### src/upp_out_buf.sv
`timescale 1ns / 1ps
module upp_out_buf #(
    parameter int DATA_W = 1
) (
    input  logic              aclk,
    input  logic              aresetn,
    output logic              en,
    input  logic              in_valid,
    input  logic [DATA_W-1:0] in_data,
    output logic              out_valid,
    input  logic              out_ready,
    output logic [DATA_W-1:0] out_data
);

    logic              main_valid_reg, skid_valid_reg;
    logic [DATA_W-1:0] main_data_reg, skid_data_reg;

    assign en = !skid_valid_reg;

    always_ff @(posedge aclk) begin
        if (!aresetn) begin
            main_valid_reg <= 1'b0;
            skid_valid_reg <= 1'b0;
        end else if (skid_valid_reg) begin
            if (out_ready) begin
                main_valid_reg <= 1'b1;
                skid_valid_reg <= 1'b0;
            end
        end else if (!main_valid_reg || out_ready) begin
            main_valid_reg <= in_valid;
        end else if (in_valid) begin
            skid_valid_reg <= 1'b1;
        end
    end

    always_ff @(posedge aclk) begin
        if (skid_valid_reg) begin
            if (out_ready) begin
                main_data_reg <= skid_data_reg;
            end
        end else if (!main_valid_reg || out_ready) begin
            main_data_reg <= in_data;
        end else begin
            skid_data_reg <= in_data;
        end
    end

    assign out_valid = main_valid_reg;
    assign out_data  = main_data_reg;

endmodule

### config.mk
export PLATFORM = sky130hd
export DESIGN_NAME = upp_out_buf
export DESIGN_NICKNAME = d
export VERILOG_FILES = /design/src/upp_out_buf.sv
export SDC_FILE = /design/constraint.sdc
export NUM_CORES = 1
export LEC_CHECK = 0
export BUFFER_PORTS_ARGS = -buffer_cell sky130_fd_sc_hd__buf_2
export CAP_MARGIN = 20
export CORE_AREA = 5 5 42 44
export DETAILED_ROUTE_END_ITERATION = 16
export DIE_AREA = 0 0 47 49
export PLACE_DENSITY = 0.41
export SYNTH_ARGS = -nofsm -noshare
export SYNTH_HDL_FRONTEND = slang
export SYNTH_SLANG_ARGS = --single-unit
### constraint.sdc
create_clock -name aclk -period 1.5 [get_ports aclk]
set_clock_uncertainty 0.2 [all_clocks]
set_input_delay 0.3 -clock aclk [delete_from_list [all_inputs] [get_ports aclk]]
set_output_delay 0.3 -clock aclk [all_outputs]
set_load 0.02 [all_outputs]
==> Word level (Yosys, flattened, before mapping) <==
Cells that the tools add are included.
{ "word_totals": {"out_inout_bits": 3, "elab_cells": 23, "ff_bits": 4, "inputBits": 5} }
{ "classes": {"n_mux": 10, "n_bitwise": 2, "reduce_logical": 6, "eq_ne": 1} }
{ "op_table": {"columns": ["operator", "n"], "rows": [
  ["2-to-1 mux 1 bit", 10],
  ["AND reduction 2 bit", 2],
  ["zero test 1 bit", 2],
  ["inequality test 2 bit, second input constant", 1],
  ["inverter 1 bit", 2],
  ["nonzero test 2 bit", 1],
  ["logical OR 1 bit", 1]
]} }

==> Longest topological paths before layout <==
{ "logic_depth": {"depth_word": 4, "depth_mapped": 2, "ltp_nobuf": 2} }

==> Worst setup path before layout <==
OpenSTA, ideal clock, no wires.
{ "synth_timing": {"kind": "register -> register", "from": "register skid_valid_reg", "to": "register main_data_reg, in the netlist out_data (data pin)", "stages_incl_launch_ff": 2, "synth_period_minus_slack_ps": 1187, "required_time_ps": 1040, "path_slack_ps": 313, "path_buffers": 0, "arrival_ps": 727, "setup_time_ps": 260, "cell_sequence": "dfxtp_1 mux2_2"} }
{ "synth_via": {"elab_chain_cells": 1} }
{ "synth_rtl": {"columns": ["element", "line", "source"], "rows": [
  ["start, declared", "15", "logic main_valid_reg, skid_valid_reg;"],
  ["start signal, assigned", "23", "skid_valid_reg <= 1'b0;"],
  ["start signal, assigned", "27", "skid_valid_reg <= 1'b0;"],
  ["start signal, assigned", "32", "skid_valid_reg <= 1'b1;"],
  ["2-to-1 mux 1 bit", "37", "if (skid_valid_reg) begin"],
  ["end signal, assigned", "39", "main_data_reg <= skid_data_reg;"],
  ["end signal, assigned", "42", "main_data_reg <= in_data;"],
  ["end, declared", "16", "logic [DATA_W-1:0] main_data_reg, skid_data_reg;"]
]} }
Every way passes these cells.
A chain may end at the register's enable or synchronous reset.

==> Worst setup path in the final report <==
{ "layout_timing": {"from": "register skid_valid_reg", "to": "output en"} }
{ "layout_via": {"elab_chain_cells": 1} }
{ "layout_rtl": {"columns": ["element", "line", "source"], "rows": [
  ["zero test 1 bit", "18", "assign en = !skid_valid_reg;"],
  ["end, declared", "7", "output logic en,"]
]} }
Every way passes these cells.

==> summary.txt <==
Drt
  • DRC violations left: 0
  • DR vias: 139
  • Drt total wl: 390 um
  • Via density: 3.48
  • Final ANT Viol Nets: 0
  • Initial DRC Count: 1
  • Routed length per instance: 9.75 um
  • Pre-antenna DRT Iters: 2

Pwr
  • Peak supply drop: 0.422 mV
  • Leakage power: 0.0987 nW
  • Overall power: 0.307 mW
  • Pwr dens: 1260 mW/mm^2

Logic synthesis
  • Syn Area/Cell: 12.5 um^2
  • Ys Warns: 0
  • Area of the mapped netlist: 163 um^2
  • Net Count, Synth: 18
  • Distinct cells, synth: 11
  • Synth cell count leaders: dfxtp_1, edfxtp_1
  • Flops & latches, synth: 4
  • Seq/Total Area, Yosys: 61.5%
  • Top cells by area, synth: edfxtp_1, dfxtp_1, mux2_2, mux2i_1, a21boi_1
  • Post-synth top area share: 36.9%
  • Mapped Cells: 13
  • Synth Flop Type: edfxtp_1
  • Largest area contributor in the netlist: edfxtp_1
  • Number of synthesized flops with an enable pin: 2
  • Ys async rst share: 0%

Timing
  • Hold_ws: 48.8 ps
  • Fin worst setup slack: 119 ps
  • Minimum clock period: 1380 ps
  • RSZ-0062 raised after global routing: false
  • Fin Setup TNS: 0 ps
  • Slew Viols, Final: 0
  • Final worst path period share: 92.0%
  • Peak Freq: 724 MHz
  • Slew HR: 85.4%
  • Slew @ Worst Pin: 219 ps
  • Setup violators final: 0
  • Count of final hold-check violations: 0

Layout
  • Filler Cells Inserted: 166
  • Fin util: 17.4%
  • Post-Layout Cell Count: 40
  • Area delta synth->final: 50.0%
  • Fin area: 244 um^2
  • # diodes: 0
  • Share of cells above drive strength 1: 45.8%
  • Layout Nets: 30

Clock network
  • Clock Sinks: 4
  • Clk slew on worst S/H paths: 40 ps
  • CTS buffer count: 3
  • Clock Latency Late Sink: 240 ps
  • Clock Path Buffers: 2
  • Hold bufs inserted after CTS: 0
  • Root buffer cell: clkbuf_4
  • TritonCTS clock tree: built
  • H-tree levels: 1
  • Cts repair resizes: 0
  • Post-CTS setup buffer count: 0

Critical path
  • RR Endpoint: out_data
  • Worst r2r src: skid_valid_reg
  • Critical path endpoint category: output pin
  • Worst Path Required: 1000 ps
  • CP arrival: 880 ps
  • Reg2reg setup slack: 270 ps
  • CP startpoint kind: flip-flop
  • Worst setup path start: skid_valid_reg
  • Worst Setup EP: en
  • Peak fanout along the critical path: 6
  • R2R cell count: 1
  • Critical path type: reg2out

Run
  • Max_cap viols: 0

Die
  • Die height: 49 um
  • Core Region: 0.00140 mm^2
  • Initial core utilization: 11.6%
  • DIE AREA: 0.00230 mm^2
  • Chip Width: 47 um
  • I/O pin count: 8
  • Std-Cell Rows: 14

GRT
  • Total gr overflow: 0
  • Vias in the first global route: 148
  • First-pass GRT wire length: 600 um
  • Largest net degree at the start of global routing: 7
  • Initial antenna violation count: 0
  • All-Layer GR Usage: 4.10%

Placement
  • GPL Wtd Cong: 0.662
  • Pre-CTS WS: 271 ps
  • IO buf count: 7
  • # placed instances: 36
  • Area post-placement: 218 um^2

Run status
  • Run status: finished, final reports clean

Worst hold path
  • Worst hold path class: in2reg
-- logic make-up (layout without fill, tap and decap cells) --
logic type	Yosys count	in the layout	share of synthesized area, %
DFF	4	4	61.5
buffers and inverters	1	12	2.31
and+or+nand+nor	3	3	10.8
AOI/OAI and AO/OA	3	3	12.3
muxes	2	2	13.1
-- worst max-delay path: stages (launching register included) --
cell     delay [ps]
dfxtp_1         430
inv_1            60
buf_2           160
-- metal layers --
layer / global-route usage, % / routed length (um) / up-vias / share of wire [%]
met2: 3.85 / 139 / 11 / 36
li1: - / - / 67 / -
met4: 1.38 / 0 / 0 / 0
met3: 6.27 / 88 / 0 / 23
met1: 4.67 / 163 / 61 / 42
met5: 0 / 0 / - / 0
-- how the worst min path moves through the flow --
stage / from / end / slack, ps / cells past startpoint
final: in_data / skid_data_reg / 50 / 1
after global routing: in_data / skid_data_reg / 30 / 1
after CTS: in_data / skid_data_reg / 40 / 1
after detailed placement: in_data / skid_data_reg / 300 / 1
after global placement: in_data / skid_data_reg / 300 / 1
after floorplan: out_ready / skid_valid_reg / 180 / 1
-- power breakdown --
part	internal [mW]	total, mW	switching [mW]
combinational	0.0132	0.0283	0.0151
sequential	0.122	0.126	0.00441
clock	0.100	0.153	0.0522
-- cell type report --
| class | count | area (um^2) | area share, % |
|---|---|---|---|
| Timing Repair Buffer | 7 | 35.0 | 14.4 |
| Inverter | 1 | 3.75 | 1.54 |
| Multi-Input combinational cell | 8 | 58.8 | 24.1 |
| Tap cell | 16 | 20.0 | 8.21 |
| Clock buffer | 4 | 26.3 | 10.8 |
| Sequential cell | 4 | 100 | 41.0 |
-- layout by cell type, fill, tap and decap left out --
master / instances
clkbuf_4: 3
mux2_2: 1
edfxtp_1: 2
nor2_1: 1
dfxtp_1: 2
nand2b_1: 1
nor3b_1: 1
a21boi_1: 1
a21oi_1: 1
inv_1: 1
buf_2: 7
mux2i_1: 1
o21bai_1: 1
clkbuf_1: 1
(Power assumes the default switching activity.)
