File: src/upp_pkg.sv
`timescale 1ns / 1ps
package upp_pkg;

    localparam int ANGLE_BITS_DEF = 16;
    localparam int POS_BITS_DEF   = 32;

    localparam int PHASE_BITS   = 32;
    localparam int CORDIC_ITERS = 20;
    localparam int CORDIC_W     = 33;
    localparam int TRIG_W       = 16;

    localparam logic signed [CORDIC_W-1:0] CORDIC_GAIN_Q30 = 33'sd652032874;
    localparam logic signed [TRIG_W-1:0]   TRIG_ONE        = 16'sd16384;

    localparam logic [1:0] REG_NOISE_X       = 2'd0;
    localparam logic [1:0] REG_NOISE_Y       = 2'd1;
    localparam logic [1:0] REG_NOISE_HEADING = 2'd2;

    typedef struct packed {
        logic signed [CORDIC_W-1:0] x;
        logic signed [CORDIC_W-1:0] y;
        logic [1:0]                 quad;
    } cordic_res_t;

    function automatic logic signed [PHASE_BITS-1:0] atan_turn(input int unsigned idx);
        logic signed [PHASE_BITS-1:0] a;
        case (idx)
            0:       a = 32'sd536870912;
            1:       a = 32'sd316933406;
            2:       a = 32'sd167458907;
            3:       a = 32'sd85004756;
            4:       a = 32'sd42667331;
            5:       a = 32'sd21354465;
            6:       a = 32'sd10679838;
            7:       a = 32'sd5340245;
            8:       a = 32'sd2670163;
            9:       a = 32'sd1335087;
            10:      a = 32'sd667544;
            11:      a = 32'sd333772;
            12:      a = 32'sd166886;
            13:      a = 32'sd83443;
            14:      a = 32'sd41722;
            15:      a = 32'sd20861;
            16:      a = 32'sd10430;
            17:      a = 32'sd5215;
            18:      a = 32'sd2608;
            19:      a = 32'sd1304;
            default: a = '0;
        endcase
        return a;
    endfunction

    // round half up to Q2.14 and clamp to one
    function automatic logic signed [TRIG_W-1:0] to_q14(input logic signed [CORDIC_W-1:0] v);
        logic [CORDIC_W:0]           t;
        logic signed [CORDIC_W-16:0] r;
        t = {v[CORDIC_W-1], v} + (CORDIC_W+1)'(32768);
        r = $signed(t[CORDIC_W:16]);
        if (r > TRIG_ONE) begin
            return TRIG_ONE;
        end else if (r < -TRIG_ONE) begin
            return -TRIG_ONE;
        end
        return r[TRIG_W-1:0];
    endfunction

endpackage

File: src/upp_post.sv
`timescale 1ns / 1ps
module upp_post import upp_pkg::*; #(
    parameter int POS_BITS   = POS_BITS_DEF,
    parameter int ANGLE_BITS = ANGLE_BITS_DEF
) (
    input  logic                        aclk,
    input  logic                        aresetn,
    input  logic                        en,
    input  logic                        in_valid,
    input  cordic_res_t                 in_res,
    input  logic signed [POS_BITS-1:0]  in_px,
    input  logic signed [POS_BITS-1:0]  in_py,
    input  logic signed [POS_BITS-1:0]  in_v,
    input  logic [ANGLE_BITS-1:0]       in_heading,
    input  logic signed [POS_BITS-1:0]  noise_x,
    input  logic signed [POS_BITS-1:0]  noise_y,
    output logic                        out_valid,
    output logic signed [POS_BITS-1:0]  next_x,
    output logic signed [POS_BITS-1:0]  next_y,
    output logic [ANGLE_BITS-1:0]       next_heading,
    output logic signed [POS_BITS-1:0]  dx_dheading,
    output logic signed [POS_BITS-1:0]  dy_dheading,
    output logic                        overflow
);

    localparam int PROD_W = POS_BITS + TRIG_W;
    localparam int VC_W   = PROD_W - 14;
    localparam int SUM_W  = POS_BITS + 3;

    localparam logic signed [SUM_W-1:0] POS_MAX =
        {{(SUM_W-POS_BITS+1){1'b0}}, {(POS_BITS-1){1'b1}}};
    localparam logic signed [SUM_W-1:0] POS_MIN =
        {{(SUM_W-POS_BITS+1){1'b1}}, {(POS_BITS-1){1'b0}}};

    function automatic logic is_sat(input logic signed [SUM_W-1:0] v);
        return (v > POS_MAX) || (v < POS_MIN);
    endfunction

    function automatic logic signed [POS_BITS-1:0] sat_val(input logic signed [SUM_W-1:0] v);
        logic signed [SUM_W-1:0] r;
        if (v > POS_MAX) begin
            r = POS_MAX;
        end else if (v < POS_MIN) begin
            r = POS_MIN;
        end else begin
            r = v;
        end
        return r[POS_BITS-1:0];
    endfunction

    logic signed [CORDIC_W-1:0] c_raw;
    logic signed [CORDIC_W-1:0] s_raw;

    always_comb begin
        unique case (in_res.quad)
            2'd0: begin c_raw = in_res.x;  s_raw = in_res.y;  end
            2'd1: begin c_raw = -in_res.y; s_raw = in_res.x;  end
            2'd2: begin c_raw = -in_res.x; s_raw = -in_res.y; end
            2'd3: begin c_raw = in_res.y;  s_raw = -in_res.x; end
        endcase
    end

    logic                       valid1_reg, valid2_reg, valid3_reg;
    logic signed [TRIG_W-1:0]   c_reg, s_reg;
    logic signed [POS_BITS-1:0] px1_reg, py1_reg, v1_reg, px2_reg, py2_reg;
    logic [ANGLE_BITS-1:0]      h1_reg, h2_reg, h3_reg;
    logic signed [PROD_W-1:0]   vc_prod_reg, vs_prod_reg;
    logic signed [SUM_W-1:0]    sum_x_reg, sum_y_reg, jx_reg, jy_reg;

    logic [PROD_W-1:0]          vc_rnd, vs_rnd;
    logic signed [VC_W-1:0]     vc, vs;
    logic signed [SUM_W-1:0]    sum_x_next, sum_y_next, jx_next, jy_next;

    always_comb begin
        vc_rnd     = vc_prod_reg + PROD_W'(8192);
        vs_rnd     = vs_prod_reg + PROD_W'(8192);
        vc         = $signed(vc_rnd[PROD_W-1:14]);
        vs         = $signed(vs_rnd[PROD_W-1:14]);
        sum_x_next = SUM_W'(px2_reg) + SUM_W'(vc) + SUM_W'(noise_x);
        sum_y_next = SUM_W'(py2_reg) + SUM_W'(vs) + SUM_W'(noise_y);
        jx_next    = -SUM_W'(vs);
        jy_next    = SUM_W'(vc);
    end

    always_ff @(posedge aclk) begin
        if (!aresetn) begin
            valid1_reg <= 1'b0;
            valid2_reg <= 1'b0;
            valid3_reg <= 1'b0;
        end else if (en) begin
            valid1_reg <= in_valid;
            valid2_reg <= valid1_reg;
            valid3_reg <= valid2_reg;
        end
    end

    always_ff @(posedge aclk) begin
        if (en) begin
            c_reg       <= to_q14(c_raw);
            s_reg       <= to_q14(s_raw);
            px1_reg     <= in_px;
            py1_reg     <= in_py;
            v1_reg      <= in_v;
            h1_reg      <= in_heading;
            vc_prod_reg <= PROD_W'(v1_reg) * PROD_W'(c_reg);
            vs_prod_reg <= PROD_W'(v1_reg) * PROD_W'(s_reg);
            px2_reg     <= px1_reg;
            py2_reg     <= py1_reg;
            h2_reg      <= h1_reg;
            sum_x_reg   <= sum_x_next;
            sum_y_reg   <= sum_y_next;
            jx_reg      <= jx_next;
            jy_reg      <= jy_next;
            h3_reg      <= h2_reg;
        end
    end

    assign out_valid    = valid3_reg;
    assign next_x       = sat_val(sum_x_reg);
    assign next_y       = sat_val(sum_y_reg);
    assign next_heading = h3_reg;
    assign dx_dheading  = sat_val(jx_reg);
    assign dy_dheading  = sat_val(jy_reg);
    assign overflow     = is_sat(sum_x_reg) || is_sat(sum_y_reg);

endmodule

File: config.mk
export PLATFORM = sky130hd
export DESIGN_NAME = upp_post
export DESIGN_NICKNAME = d
export VERILOG_FILES = /design/src/upp_pkg.sv /design/src/upp_post.sv
export SDC_FILE = /design/constraint.sdc
export NUM_CORES = 2
export LEC_CHECK = 0
export BUFFER_PORTS_ARGS = -buffer_cell sky130_fd_sc_hd__buf_2
export CORE_ASPECT_RATIO = 1.5
export CORE_MARGIN = 10
export CORE_UTILIZATION = 55
export DETAILED_ROUTE_END_ITERATION = 10
export PLACE_DENSITY = 0.81
export SYNTH_ARGS = -nofsm -noshare
export SYNTH_HDL_FRONTEND = slang
export SYNTH_SLANG_ARGS = --single-unit
File: constraint.sdc
create_clock -name aclk -period 9.52 [get_ports aclk]
set_input_delay 0.952 -clock aclk [delete_from_list [all_inputs] [get_ports aclk]]
set_output_delay 0.952 -clock aclk [all_outputs]
set_load 0.01 [all_outputs]
* Word level (Yosys, flattened, before mapping)
Cells that the tools add are included.
** Word-level totals
- Flip-flop bits (word level) :: 478
- Output and inout bits :: 146
- Logic and storage cells :: 73
- Input bits :: 248
** Cells by class
- Magnitude comparators :: 12
- Reductions and logical operators :: 4
- $mul :: 2
- Muxes and demuxes :: 22
- Eq/ne operators :: 3
- $add $sub $neg :: 11
** Operators with widths (number)
- 33-bit case mux with 4 select lines :: 2
- 32-bit two-way mux :: 8
- 35-bit by 32-bit > comparator with 1-bit output, second input constant :: 3
- 35-bit by 32-bit less-than comparator with 1-bit output, second input constant :: 3
- 48-bit by 15-bit adder with 48-bit output, second input constant :: 2
- 32-bit by 16-bit multiplier with 48-bit output :: 2
- 16-bit two-way mux :: 6
- 32-bit by 34-bit adder with 35-bit output :: 2
- 35-bit by 32-bit adder with 35-bit output :: 2
- 33-bit by 17-bit adder with 34-bit output, second input constant :: 2
- 33-bit negator :: 2
- 18-bit by 16-bit > comparator with 1-bit output, second input constant :: 2
- 18-bit by 15-bit less-than comparator with 1-bit output, second input constant :: 2
- 34-bit negator with 35-bit output :: 1
- 34-bit by 32-bit > comparator with 1-bit output, second input constant :: 1
- 34-bit by 32-bit less-than comparator with 1-bit output, second input constant :: 1
- 1-bit two-way mux :: 6
- 2-bit equality test, second input constant :: 2
- 1-bit logical OR :: 3
- 2-bit by 1-bit equality test with 1-bit output, second input constant :: 1
- 2-bit logical NOT :: 1

* Logic depth before layout (Yosys ltp)
- Depth after elaboration :: 8
- Depth in mapped cells :: 27
- Depth with buffers taken out :: 26

* Least setup slack after synthesis
OpenSTA, ideal clock, no wires.
- Path kind :: reg-to-reg
- Start point :: reg c_reg[6]
- End point :: reg vc_prod_reg[47], data pin
- Path buffers :: 1
- Data arrival time :: 6.792 ns
- Cell stages (with the launch flop) :: 26
- Library setup time :: 0.260 ns
- Clock period less this slack :: 7.053 ns
- Path slack :: 2.467 ns
- Data required time :: 9.260 ns
- Cell sequence :: edfxtp_1 clkbuf_1 and2_1 fa_1 inv_1 fa_1 fa_1 fa_1 inv_1 fa_1 inv_1 fa_1 inv_1 ha_1 a21o_1 a21o_1 a211oi_1 a21oi_1 a41o_1 a21oi_1 nor3_1 o21a_1 a41oi_1 o211ai_1 a31oi_1 xnor2_1
** Between the ends
- Word-level cells in the longest chain between the ends :: 1
** RTL lines
- start: declaration :: RTL line upp_post.sv:64 : logic signed [TRIG_W-1:0] c_reg, s_reg;
- start signal: assignment :: RTL line upp_post.sv:99 : c_reg <= to_q14(c_raw);
- 32-bit by 16-bit multiplier with 48-bit output :: RTL line upp_post.sv:105 : vc_prod_reg <= PROD_W'(v1_reg) * PROD_W'(c_reg);
- end signal: assignment :: RTL line upp_post.sv:105
- end: declaration :: RTL line upp_post.sv:67 : logic signed [PROD_W-1:0] vc_prod_reg, vs_prod_reg;
Every way passes these cells.
A chain may end at the register's enable or synchronous reset.

* Worst setup path after layout
- Start point :: reg c_reg[4]
- End point :: reg vc_prod_reg[47], data pin
Same word-level chain as after synthesis.

==> reports/metrics.cfg <==
[global_route]
grt_overflow = 0
grt_antenna_before_repair = 13
grt_pass1_vias = 46820
grt_pass1_wl_um = 246100
grt_max_degree = 152
grt_usage_pct = 25.35

[synth]
syn_inst = 6014
synth_xor_xnor_area_share_pct = 3.844
ys_ff_latch = 452
yosysWarnings = 0
muxShareOfSynthArea_pct = 1.178
netlist_area_mm2 = 0.05946
synth_compound_area_share_pct = 5.782
async_flop_share_pct = 0
synthSimpleGateAreaFrac_pct = 14.93
synth.avg_cell_area_um2 = 9.888
synth-main-ff-cell = edfxtp_1
yosysSeqAreaShare_pct = 22.77
synth_edf_count = 449
synth_top_family_by_area = adder cells
synth_fa_ha_area_share_pct = 41.18
synth.lib_cells_used.distinct = 94
synth.net_count = 7595

[routing]
drt-initial-drc-count = 3261
drc = 0
wl_um = 153000
dr.pass1.iters = 6
wl_per_cell_um = 19.80
ant_nets = 0
vias_per_cell = 5.550
vias = 42880

[sta]
maxSlewHeadroom_pct = 18.31
setup_violations = 0
slew_violations = 0
setup-tns-final_ns = 0
rsz0062_at_grt = false
hold_viol = 0
period_minus_slack_ns = 8.389
skew_ns = 0.01972
tightest_slew_ns = 1.222
fmax_mhz = 119.2
fin_crit_sh_pct = 88.12

[floorplanning]
die_w_um = 288.5
die_area_mm2 = 0.1219
die_y_um = 422.7
boundaryPins = 394
start_util_pct = 55.46
core_area_mm2 = 0.1072
rows = 147

[setup_path]
path_common_cell = fa_1
end_kind = register
worst-path-buf-inv = 4
path_class = reg -> reg
critPathLaunchType = register
slowest_stage = edfxtp_1
critPathTopFamily = adder cells
cpPeakStageDelay_ns = 0.63
cp_num_cells = 24
required_ns = 9.88
crit_path_cell_trace = and2_1 -> fa_1 -> inv_1 -> fa_1 -> fa_1 -> fa_1 -> inv_1 -> fa_1 -> inv_1 -> fa_1 -> inv_1 -> ha_1 -> a21o_1 -> a21o_1 -> a211oi_1 -> a21oi_1 -> a41o_1 -> a21oi_1 -> nor3_1 -> o21a_1 -> a41oi_1 -> o211ai_1 -> a31oi_1 -> xnor2_1
rr_worst_depth = 24
worst-path-max-fanout = 18
critical_path_arrival_ns = 8.75

[cts]
cts-resized-gates = 0
cts.sinks = 452
cts_inserted_buffers = 46
clock_latency_ns = 0.63
cts_tree = done
cts_root_buffer = clkbuf_16
clock_path_buffers = 3
cts_hold_buf = 0
clk_pin_slew_ns = 0.07
cts_setup_buffers = 0
h-tree-depth = 2

[cells_and_area]
final_common_cell = inv_1
final_layout_size_suffix_gt1_share_pct = 9.970
fin_nets = 7855
fin_cells = 7727
nFillCells = 8525
synthToLayoutAreaGrowth_pct = 8.353
mostFrequentLayoutCells = inv_1 (1,359), fa_1 (1,040), nand2_1 (683)

[place]
io_buffer_count = 393
place_inst = 7641
place_congestion = 0.9148
hpwl_um = 122800

[hold_path]
hold_path_depth = 0
hold_path.class = reg -> reg

[outcome]
status = complete, no violations

[run]
drv_cap = 0

==> worst reg2reg max path, cell delays in order, from the launching register on <==
cell,delay [ns]
edfxtp_1,0.63
and2_1,0.30
fa_1,0.48
inv_1,0.06
fa_1,0.58
fa_1,0.44
fa_1,0.49
inv_1,0.06
fa_1,0.55
inv_1,0.06
fa_1,0.53
inv_1,0.04
ha_1,0.30
a21o_1,0.16
a21o_1,0.17
a211oi_1,0.60
a21oi_1,0.23
a41o_1,0.38
a21oi_1,0.33
nor3_1,0.18
o21a_1,0.27
a41oi_1,0.62
o211ai_1,0.29
a31oi_1,0.26
xnor2_1,0.11
==> synth_stat cells, types with 76 or more instances <==
| library cell | instances | area, µm² |
|---|---|---|
| nand2_1 | 683 | 2564 |
| edfxtp_1 | 449 | 13480 |
| nor2_1 | 273 | 1025 |
| and2_1 | 418 | 2615 |
| ha_1 | 293 | 3666 |
| xnor2_1 | 185 | 1620 |
| o21a_1 | 115 | 863.3 |
| a21oi_1 | 111 | 555.5 |
| xor2_1 | 76 | 665.6 |
| nand3_1 | 93 | 465.5 |
| fa_1 | 1040 | 20820 |
| inv_1 | 1359 | 5101 |
| clkbuf_1 | 241 | 904.6 |
==> worst paths after layout <==
path | slack (ns) | end | from
min | 0.42 | py2_reg[15] | py1_reg[15]
min reg2reg | 0.42 | py2_reg[15] | py1_reg[15]
max | 1.13 | vc_prod_reg[47] | c_reg[4]
max reg2reg | 1.13 | vc_prod_reg[47] | c_reg[4]
==> routing by layer <==
layer  share of wire (%)  track usage (%)
met1                  35            29.41
met2                  52            45.54
met4                 4.6            10.51
met3                 8.4            4.310
met5                0.10                0
==> through the flow <==
stage / cell area [µm²] / setup WS, ns / utilization, % / hold WS (ns)
2_1_floorplan: 59460 / 2.467 / - / 0.4003
3_3_place_gp: 62840 / 1.166 / 58.60 / 0.4013
3_5_place_dp: 62840 / 1.146 / 58.60 / 0.4045
4_1_cts: 64420 / 1.128 / 60.08 / 0.4200
5_1_grt: 64430 / 0.7704 / 60.08 / 0.4242
6_report: 64430 / 1.131 / 60.09 / 0.4153
==> cell type report <==
type | instances | area (µm²) | share of cell area (%)
Timing Repair Buffer | 472 | 2582 | 4.008
Clock inverter | 30 | 411.6 | 0.6389
Tap cell | 1415 | 1770 | 2.748
Inverter | 1363 | 5116 | 7.940
Clock buffer | 53 | 1177 | 1.827
Multi-Input combinational cell | 3939 | 39820 | 61.81
Antenna cell | 3 | 7.507 | 0.01165
Sequential cell | 452 | 13540 | 21.02
==> cell families (layout without fill, tap and decap cells) <==
group | Yosys count | after routing
AOI/OAI and AO/OA | 501 | 501
xor gates and xnor gates | 261 | 261
adders and majority gates | 1333 | 1333
buffers and inverters | 1623 | 1918
DFF | 452 | 452
muxes | 40 | 40
other | 0 | 3
and+or+nand+nor | 1804 | 1804
Power is not shown: default switching activity piles up to over one toggle a cycle in this logic, so the estimate is an artifact.
